**src/hw/rtl/spq_pkg.sv**
```systemverilog
// Shared types, opcodes and defaults for the sorted priority queue.
package spq_pkg;

    localparam int DEPTH_DEFAULT       = 16;
    localparam int HANDLE_BITS_DEFAULT = 16;

    localparam int OPCODE_W   = 2;
    localparam int PRIORITY_W = 32;
    localparam int TASK_W     = 16;
    localparam int CAP_W      = 5;
    localparam int COUNT_W    = 5;

    localparam logic [CAP_W-1:0] CAPACITY_RESET = CAP_W'(16);

    localparam logic [OPCODE_W-1:0] OP_ADD      = 2'd0;
    localparam logic [OPCODE_W-1:0] OP_COMPLETE = 2'd1;
    localparam logic [OPCODE_W-1:0] OP_QUERY    = 2'd2;

    typedef struct packed {
        logic [OPCODE_W-1:0]          opcode;
        logic signed [PRIORITY_W-1:0] priority_req;
        logic [TASK_W-1:0]            task_handle;
    } req_t;

    typedef struct packed {
        logic                         accepted;
        logic                         head_valid;
        logic signed [PRIORITY_W-1:0] head_priority;
        logic [TASK_W-1:0]            head_task;
        logic [COUNT_W-1:0]           entry_count;
    } rsp_t;

    typedef struct packed {
        logic load;
        logic exec;
    } cmd_t;

endpackage

```
**src/hw/rtl/spq_ctrl.sv**
```systemverilog
// Controller that sequences each request through load and execute.
module spq_ctrl
(
    input  logic           clk,
    input  logic           rst_n,
    input  logic           start,
    output logic           busy,
    output logic           done,
    output spq_pkg::cmd_t  cmd
);

    localparam logic ST_IDLE = 1'b0;
    localparam logic ST_EXEC = 1'b1;

    logic state_reg;
    logic state_next;
    logic done_reg;
    logic done_next;

    always_comb
    begin
        state_next = state_reg;
        done_next  = 1'b0;
        cmd.load   = 1'b0;
        cmd.exec   = 1'b0;
        case (state_reg)
            ST_IDLE:
            begin
                if (start)
                begin
                    cmd.load   = 1'b1;
                    state_next = ST_EXEC;
                end
            end
            ST_EXEC:
            begin
                cmd.exec   = 1'b1;
                done_next  = 1'b1;
                state_next = ST_IDLE;
            end
            default:
            begin
                state_next = ST_IDLE;
            end
        endcase
    end

    always_ff @(posedge clk or negedge rst_n)
    begin
        if (!rst_n)
        begin
            state_reg <= ST_IDLE;
            done_reg  <= 1'b0;
        end
        else
        begin
            state_reg <= state_next;
            done_reg  <= done_next;
        end
    end

    assign busy = (state_reg != ST_IDLE);
    assign done = done_reg;

endmodule

```
**src/hw/rtl/spq_datapath.sv**
```systemverilog
// Sorted entry array with parallel compare, insert and shift, plus the result register.
module spq_datapath
#(
    parameter int DEPTH       = spq_pkg::DEPTH_DEFAULT,
    parameter int HANDLE_BITS = spq_pkg::HANDLE_BITS_DEFAULT
)
(
    input  logic                        clk,
    input  logic                        rst_n,
    input  spq_pkg::cmd_t               cmd,
    input  spq_pkg::req_t               req,
    input  logic                        cfg_we,
    input  logic [spq_pkg::CAP_W-1:0]   cfg_wdata,
    output spq_pkg::rsp_t               rsp
);

    localparam int CW = $clog2(DEPTH + 1);
    localparam int LW = (CW > spq_pkg::CAP_W) ? CW : spq_pkg::CAP_W;

    spq_pkg::req_t                        req_reg;
    spq_pkg::rsp_t                        rsp_reg;
    spq_pkg::rsp_t                        rsp_next;
    logic [spq_pkg::CAP_W-1:0]            capacity_reg;
    logic [CW-1:0]                        count_reg;
    logic [CW-1:0]                        count_next;
    logic signed [spq_pkg::PRIORITY_W-1:0] prio_reg  [DEPTH];
    logic signed [spq_pkg::PRIORITY_W-1:0] prio_next [DEPTH];
    logic [HANDLE_BITS-1:0]               task_reg  [DEPTH];
    logic [HANDLE_BITS-1:0]               task_next [DEPTH];
    logic [DEPTH-1:0]                     ins;
    logic                                 is_add;
    logic                                 is_complete;
    logic                                 can_add;
    logic                                 can_complete;
    logic                                 do_add;
    logic                                 do_complete;
    logic [HANDLE_BITS-1:0]               new_task;

    assign is_add       = (req_reg.opcode == spq_pkg::OP_ADD);
    assign is_complete  = (req_reg.opcode == spq_pkg::OP_COMPLETE);
    assign can_add      = (LW'(count_reg) < LW'(capacity_reg))
                          && (LW'(count_reg) < LW'(DEPTH));
    assign can_complete = (count_reg != '0);
    assign do_add       = is_add && can_add;
    assign do_complete  = is_complete && can_complete;
    assign new_task     = HANDLE_BITS'(req_reg.task_handle);

    // The new entry goes at the first place whose priority is strictly lower, or at the tail.
    genvar g;
    generate
        for (g = 0; g < DEPTH; g++)
        begin : g_cell
            logic gt;
            assign gt     = (CW'(g) < count_reg) && (req_reg.priority_req > prio_reg[g]);
            assign ins[g] = gt || (CW'(g) == count_reg);

            if (g == 0)
            begin : g_head
                always_comb
                begin
                    prio_next[g] = prio_reg[g];
                    task_next[g] = task_reg[g];
                    if (do_add && ins[g])
                    begin
                        prio_next[g] = req_reg.priority_req;
                        task_next[g] = new_task;
                    end
                    else if (do_complete && (DEPTH > 1))
                    begin
                        prio_next[g] = prio_reg[(DEPTH > 1) ? 1 : 0];
                        task_next[g] = task_reg[(DEPTH > 1) ? 1 : 0];
                    end
                end
            end
            else
            begin : g_body
                always_comb
                begin
                    prio_next[g] = prio_reg[g];
                    task_next[g] = task_reg[g];
                    if (do_add && ins[g] && !ins[g-1])
                    begin
                        prio_next[g] = req_reg.priority_req;
                        task_next[g] = new_task;
                    end
                    else if (do_add && ins[g] && ins[g-1])
                    begin
                        prio_next[g] = prio_reg[g-1];
                        task_next[g] = task_reg[g-1];
                    end
                    else if (do_complete && (g < DEPTH - 1))
                    begin
                        prio_next[g] = prio_reg[(g < DEPTH - 1) ? g + 1 : g];
                        task_next[g] = task_reg[(g < DEPTH - 1) ? g + 1 : g];
                    end
                end
            end
        end
    endgenerate

    always_comb
    begin
        count_next = count_reg;
        if (do_add)
        begin
            count_next = count_reg + CW'(1);
        end
        else if (do_complete)
        begin
            count_next = count_reg - CW'(1);
        end

        rsp_next.accepted    = do_add || do_complete || (req_reg.opcode == spq_pkg::OP_QUERY);
        rsp_next.head_valid  = (count_next != '0);
        rsp_next.entry_count = spq_pkg::COUNT_W'(count_next);
        if (count_next != '0)
        begin
            rsp_next.head_priority = prio_next[0];
            rsp_next.head_task     = spq_pkg::TASK_W'(task_next[0]);
        end
        else
        begin
            rsp_next.head_priority = '0;
            rsp_next.head_task     = '0;
        end
    end

    always_ff @(posedge clk or negedge rst_n)
    begin
        if (!rst_n)
        begin
            capacity_reg <= spq_pkg::CAPACITY_RESET;
            count_reg    <= '0;
        end
        else
        begin
            if (cfg_we)
            begin
                capacity_reg <= cfg_wdata;
            end
            if (cmd.exec)
            begin
                count_reg <= count_next;
            end
        end
    end

    always_ff @(posedge clk)
    begin
        if (cmd.load)
        begin
            req_reg <= req;
        end
        if (cmd.exec)
        begin
            rsp_reg <= rsp_next;
            for (int i = 0; i < DEPTH; i++)
            begin
                prio_reg[i] <= prio_next[i];
                task_reg[i] <= task_next[i];
            end
        end
    end

    assign rsp = rsp_reg;

endmodule

```
**src/hw/rtl/sorted_priority_queue.sv**
```systemverilog
// Top level of the sorted priority queue: controller and entry datapath.
// A request accepted on start is captured in the request register, then executed; its response is registered with done.
// busy is high for the one execute cycle, so no new request is taken while the previous one executes.
// The execute cycle compares the new priority against every entry and shifts in parallel.
// The response stays on rsp until the next request executes; the receiver cannot stall it.
// Reset empties the queue and sets capacity to 16; stored entries are not cleared.
module sorted_priority_queue
#(
    parameter int DEPTH       = spq_pkg::DEPTH_DEFAULT,
    parameter int HANDLE_BITS = spq_pkg::HANDLE_BITS_DEFAULT
)
(
    input  logic                      clk,
    input  logic                      rst_n,
    input  logic                      start,
    output logic                      busy,
    input  spq_pkg::req_t             req,
    output logic                      done,
    output spq_pkg::rsp_t             rsp,
    input  logic                      cfg_we,
    input  logic [spq_pkg::CAP_W-1:0] cfg_wdata
);

    spq_pkg::cmd_t cmd;

    spq_ctrl u_ctrl
    (
        .clk   (clk),
        .rst_n (rst_n),
        .start (start),
        .busy  (busy),
        .done  (done),
        .cmd   (cmd)
    );

    spq_datapath
    #(
        .DEPTH       (DEPTH),
        .HANDLE_BITS (HANDLE_BITS)
    )
    u_datapath
    (
        .clk       (clk),
        .rst_n     (rst_n),
        .cmd       (cmd),
        .req       (req),
        .cfg_we    (cfg_we),
        .cfg_wdata (cfg_wdata),
        .rsp       (rsp)
    );

endmodule
```
**config.mk**
```make
export PLATFORM = sky130hd
export DESIGN_NAME = sorted_priority_queue
export DESIGN_NICKNAME = d
export VERILOG_FILES = /design/src/hw/rtl/spq_pkg.sv /design/src/hw/rtl/spq_ctrl.sv /design/src/hw/rtl/spq_datapath.sv /design/src/hw/rtl/sorted_priority_queue.sv
export SDC_FILE = /design/constraint.sdc
export NUM_CORES = 2
export LEC_CHECK = 0
export BUFFER_PORTS_ARGS = -buffer_cell sky130_fd_sc_hd__clkbuf_2
export CAP_MARGIN = 20
export CORE_MARGIN = 4
export CORE_UTILIZATION = 60
export DETAILED_ROUTE_END_ITERATION = 16
export GPL_ROUTABILITY_DRIVEN = 0
export PLACE_DENSITY = 0.77
export RECOVER_POWER = 50
export SYNTH_ARGS = -nofsm -noshare
export SYNTH_HDL_FRONTEND = slang
export SYNTH_SLANG_ARGS = --single-unit
```
**constraint.sdc**
```tcl
create_clock -name clk -period 7.85 [get_ports clk]
set_clock_uncertainty 0.1 [all_clocks]
set_input_delay 1.57 -clock clk [delete_from_list [all_inputs] [get_ports clk]]
set_output_delay 1.57 -clock clk [all_outputs]
set_load 0.01 [all_outputs]
```
==> impl_metrics.csv <==
group,metric,value,unit
power_and_ir_drop,comb_power_share,22.6,%
logic_synthesis,ys_seq_area_share,46.7,%
critical_path,critical-path-top-delay-family,"buffers and inverters",
floorplanning,start_util,60.7,%
sta,layout_worst_path_cycle_share,82.1,%
place,postPlaceCellArea,58600,µm²
critical_path,path_class,"flop to flop",
global_routing,grt_pass1_vias,42707,
sta,finalHoldViolCount,0,
layout,finish.utilization,65.7,%
critical_path,crit_path_cell_trace,"ha_1, o211ai_1, o211a_1, nand3_1, nor4_1, a211oi_4, clkbuf_1, mux2_2",
critical_path,crit_arrival,6770,ps
clock_network,cts.sinks,885,
layout,syn_to_final_growth,8.33,%
route,num_vias,42857,
clock_network,cts_resized,0,
clock_network,clkTransAtPathRegs,60,ps
global_routing,grt_max_degree,101,
layout,layout.nets,5879,
critical_path,worstPathMaxFanout,47,
global_routing,antenna_found_initial,1,
logic_synthesis,synth-xor-area-share,0.0771,%
sta,rsz0062_at_grt,"false",
critical_path,end_kind,"flop",
sta,setup_viol,0,
layout,final_area,61500,µm²
power_and_ir_drop,p_sw_share,30.7,%
floorplanning,die_h,316,µm
route,wirelength,150,mm
power_and_ir_drop,p_switching,0.00411,W
critical_path,start_kind,"flop",
clock_network,htree_num_levels,3,
logic_synthesis,synth-main-ff-cell,"edfxtp_1",
min_path,hold_path.class,"flop to flop",
layout,nFillCells,7438,
layout,largest_reg_flops,512,
logic_synthesis,synth-seq-cells,885,
clock_network,clock_latency,700,ps
outcome,status,"finished with violations",
sta,fin_setup_tns,0,ps
clock_network,holdBufCountCts,0,
clock_network,cts_tree,"built",
place,port_buffers,115,
floorplanning,die_area,99600,µm²
sta,tightestPinTransition,4410,ps
logic_synthesis,synth_adder_area_share,10.8,%
place,post-dp-hpwl,104,mm
critical_path,worst_ep_required_time,8180,ps
clock_network,numCtsBuffers,97,
clock_network,post-cts-setup-buffers,0,
critical_path,slowest_delay,2420,ps
power_and_ir_drop,power_density,218,nW/µm²
logic_synthesis,synthMuxAreaShare,15.3,%
logic_synthesis,yosys.area_share.simple,8.74,%
global_routing,grt_overflow,0,
logic_synthesis,async_reset_ff_share,1.36,%
sta,relSlewSlack,-194,%
global_routing,grt_pass1_wl,235,mm
layout,n_antenna_cell,0,
job,timing.max_cap.violations,12,
route,viasPerCell,6.43,
clock_network,clock_path_buffers,3,
global_routing,grt_util_all_layers,29.3,%
power_and_ir_drop,ir_drop,0.180,mV
sta,finalMaxSlewViolations,669,
layout,final_common_cell,"edfxtp_1",
logic_synthesis,synth_edf_count,873,
logic_synthesis,synth_area,56800,µm²
logic_synthesis,syn_nets,5901,
route,drt-initial-drc-count,3931,
logic_synthesis,syn_area_per_cell,10.6,µm²
power_and_ir_drop,clockPowerShare,34.8,%
critical_path,cpMaxStageDelayCell,"clkbuf_1",
sta,min_period,6440,ps
route,drtAntennaViolNets,0,
clock_network,cts-root-buf,"clkbuf_16",
route,first_pass_iters,6,
power_and_ir_drop,p_int,0.00928,W
logic_synthesis,synth-compound-area-share,12.4,%
route,wl_per_cell,22.5,µm
logic_synthesis,synth-warning-count,0,
route,route.detailed.drc,0,
floorplanning,core_area,93600,µm²
power_and_ir_drop,p_seq_share,42.5,%
floorplanning,ioPinCount,116,
critical_path,path_buf_inv,1,
sta,fmax,155,MHz
outcome,failed_checks,"max-capacitance violations, max-slew violations",
logic_synthesis,post_synth_num_cell_types,82,
logic_synthesis,syn_inst,5353,
power_and_ir_drop,power_leakage,25.4,nW
layout,layout_common_cells,"edfxtp_1 (873), mux2i_1 (621), a21oi_1 (558)",
floorplanning,die_w,316,µm
floorplanning,num_rows,112,
layout,drive_gt1_share,9.56,%
logic_synthesis,synth_top_family_by_area,"multiplexers",
==> worst paths after layout <==
kind	start	end	slack [ps]	cells after the start
setup reg to reg	u_datapath.count_reg[2]$_DFFE_PN0P_	u_datapath.task_reg[1][119]$_DFFE_PP_	1410	8
max in group asynchronous	rst_n	u_datapath.capacity_reg[2]$_DFFE_PN0P_	6210	1
hold reg to reg	u_datapath.capacity_reg[4]$_DFFE_PN1P_	u_datapath.capacity_reg[4]$_DFFE_PN1P_	430	2
setup / recovery	u_datapath.count_reg[2]$_DFFE_PN0P_	u_datapath.task_reg[1][119]$_DFFE_PP_	1410	8
hold / removal	u_datapath.capacity_reg[4]$_DFFE_PN1P_	u_datapath.capacity_reg[4]$_DFFE_PN1P_	430	2
min in group asynchronous	rst_n	u_ctrl.busy$_DFF_PN0_	880	1
==> tightest hold or removal path, stage by stage, from the launching register on <==
cell and delay, ps:
dfstp_2 360, inv_1 70, o21ai_0 90
==> Yosys cell counts, types with 5 or more instances <==
library cell / count / area (µm²)
a2111oi_0: 5 / 43.8
buf_2: 108 / 541
mux2_4: 16 / 240
a21o_1: 58 / 435
inv_1: 523 / 1960
edfxtp_1: 873 / 26200
o31a_1: 6 / 52.6
o31ai_1: 5 / 37.5
nand2_1: 330 / 1240
and4_1: 15 / 131
a21boi_0: 12 / 90.1
buf_4: 11 / 82.6
nand3_1: 105 / 526
nor2_1: 414 / 1550
a31oi_1: 125 / 782
or4_1: 5 / 37.5
a21oi_1: 562 / 2810
a221oi_1: 8 / 70.1
a211oi_1: 59 / 443
nand4_1: 109 / 682
or3_1: 8 / 50.1
nor4_1: 21 / 131
nand2b_1: 12 / 75.1
mux2i_1: 621 / 6220
a221o_1: 7 / 70.1
o21a_1: 13 / 97.6
dfrtp_1: 11 / 275
clkbuf_1: 191 / 717
buf_1: 22 / 82.6
nor2b_1: 25 / 156
a211o_1: 6 / 52.6
o21ai_0: 151 / 756
nor3_1: 26 / 130
mux2_2: 197 / 2220
o211ai_1: 118 / 886
ha_1: 489 / 6120
==> metrics by stage <==
| stage | total power (W) | instances | hold WS, ps | setup slack (ps) |
|---|---|---|---|---|
| after detailed placement | 0.00878 | 6484 | 423 | 2160 |
| after floorplan | 0.00797 | 5353 | 378 | 1910 |
| after global placement | 0.00869 | 6482 | 416 | 2160 |
| after global routing | 0.0139 | 6664 | 464 | 1240 |
| after CTS | 0.0134 | 6662 | 433 | 2060 |
| final | 0.0134 | 6664 | 427 | 1410 |
==> kinds of logic after synthesis <==
kind of cell,Yosys count
XOR/XNOR,5
buffers and inverters,857
adder cells (fa/ha/maj),489
flip-flops,885
multiplexers,835
AO/OA/AOI/OAI,1180
AND/OR/NAND/NOR,1102
==> layer usage <==
metal / share of wire (%) / GRT usage (%) / vias to the layer above
li1: - / - / 19721
met2: 50 / 50.6 / 1614
met4: 3.6 / 10.6 / 0
met5: 0 / 0 / -
met3: 6.0 / 4.00 / 369
met1: 41 / 38.1 / 21153
==> power by group through the flow <==
stage	clock network, W	logic (W)	registers, W
floorplan	0	0.00226	0.00571
global placement	0	0.00291	0.00577
detailed placement	0	0.00300	0.00578
CTS	0.00472	0.00302	0.00568
global route	0.00490	0.00329	0.00571
finish	0.00466	0.00303	0.00569
==> area by class of cell <==
class / count / area, µm² / area share (%)
Clock buffer: 123 / 2530 / 4.12
Clock inverter: 55 / 627 / 1.02
Inverter: 523 / 1960 / 3.19
Multi-Input combinational cell: 3611 / 27100 / 44.0
Sequential cell: 885 / 26500 / 43.1
Tap cell: 1254 / 1570 / 2.55
Timing Repair Buffer: 213 / 1240 / 2.01
No activity file was read; power rests on OpenSTA's default activity.
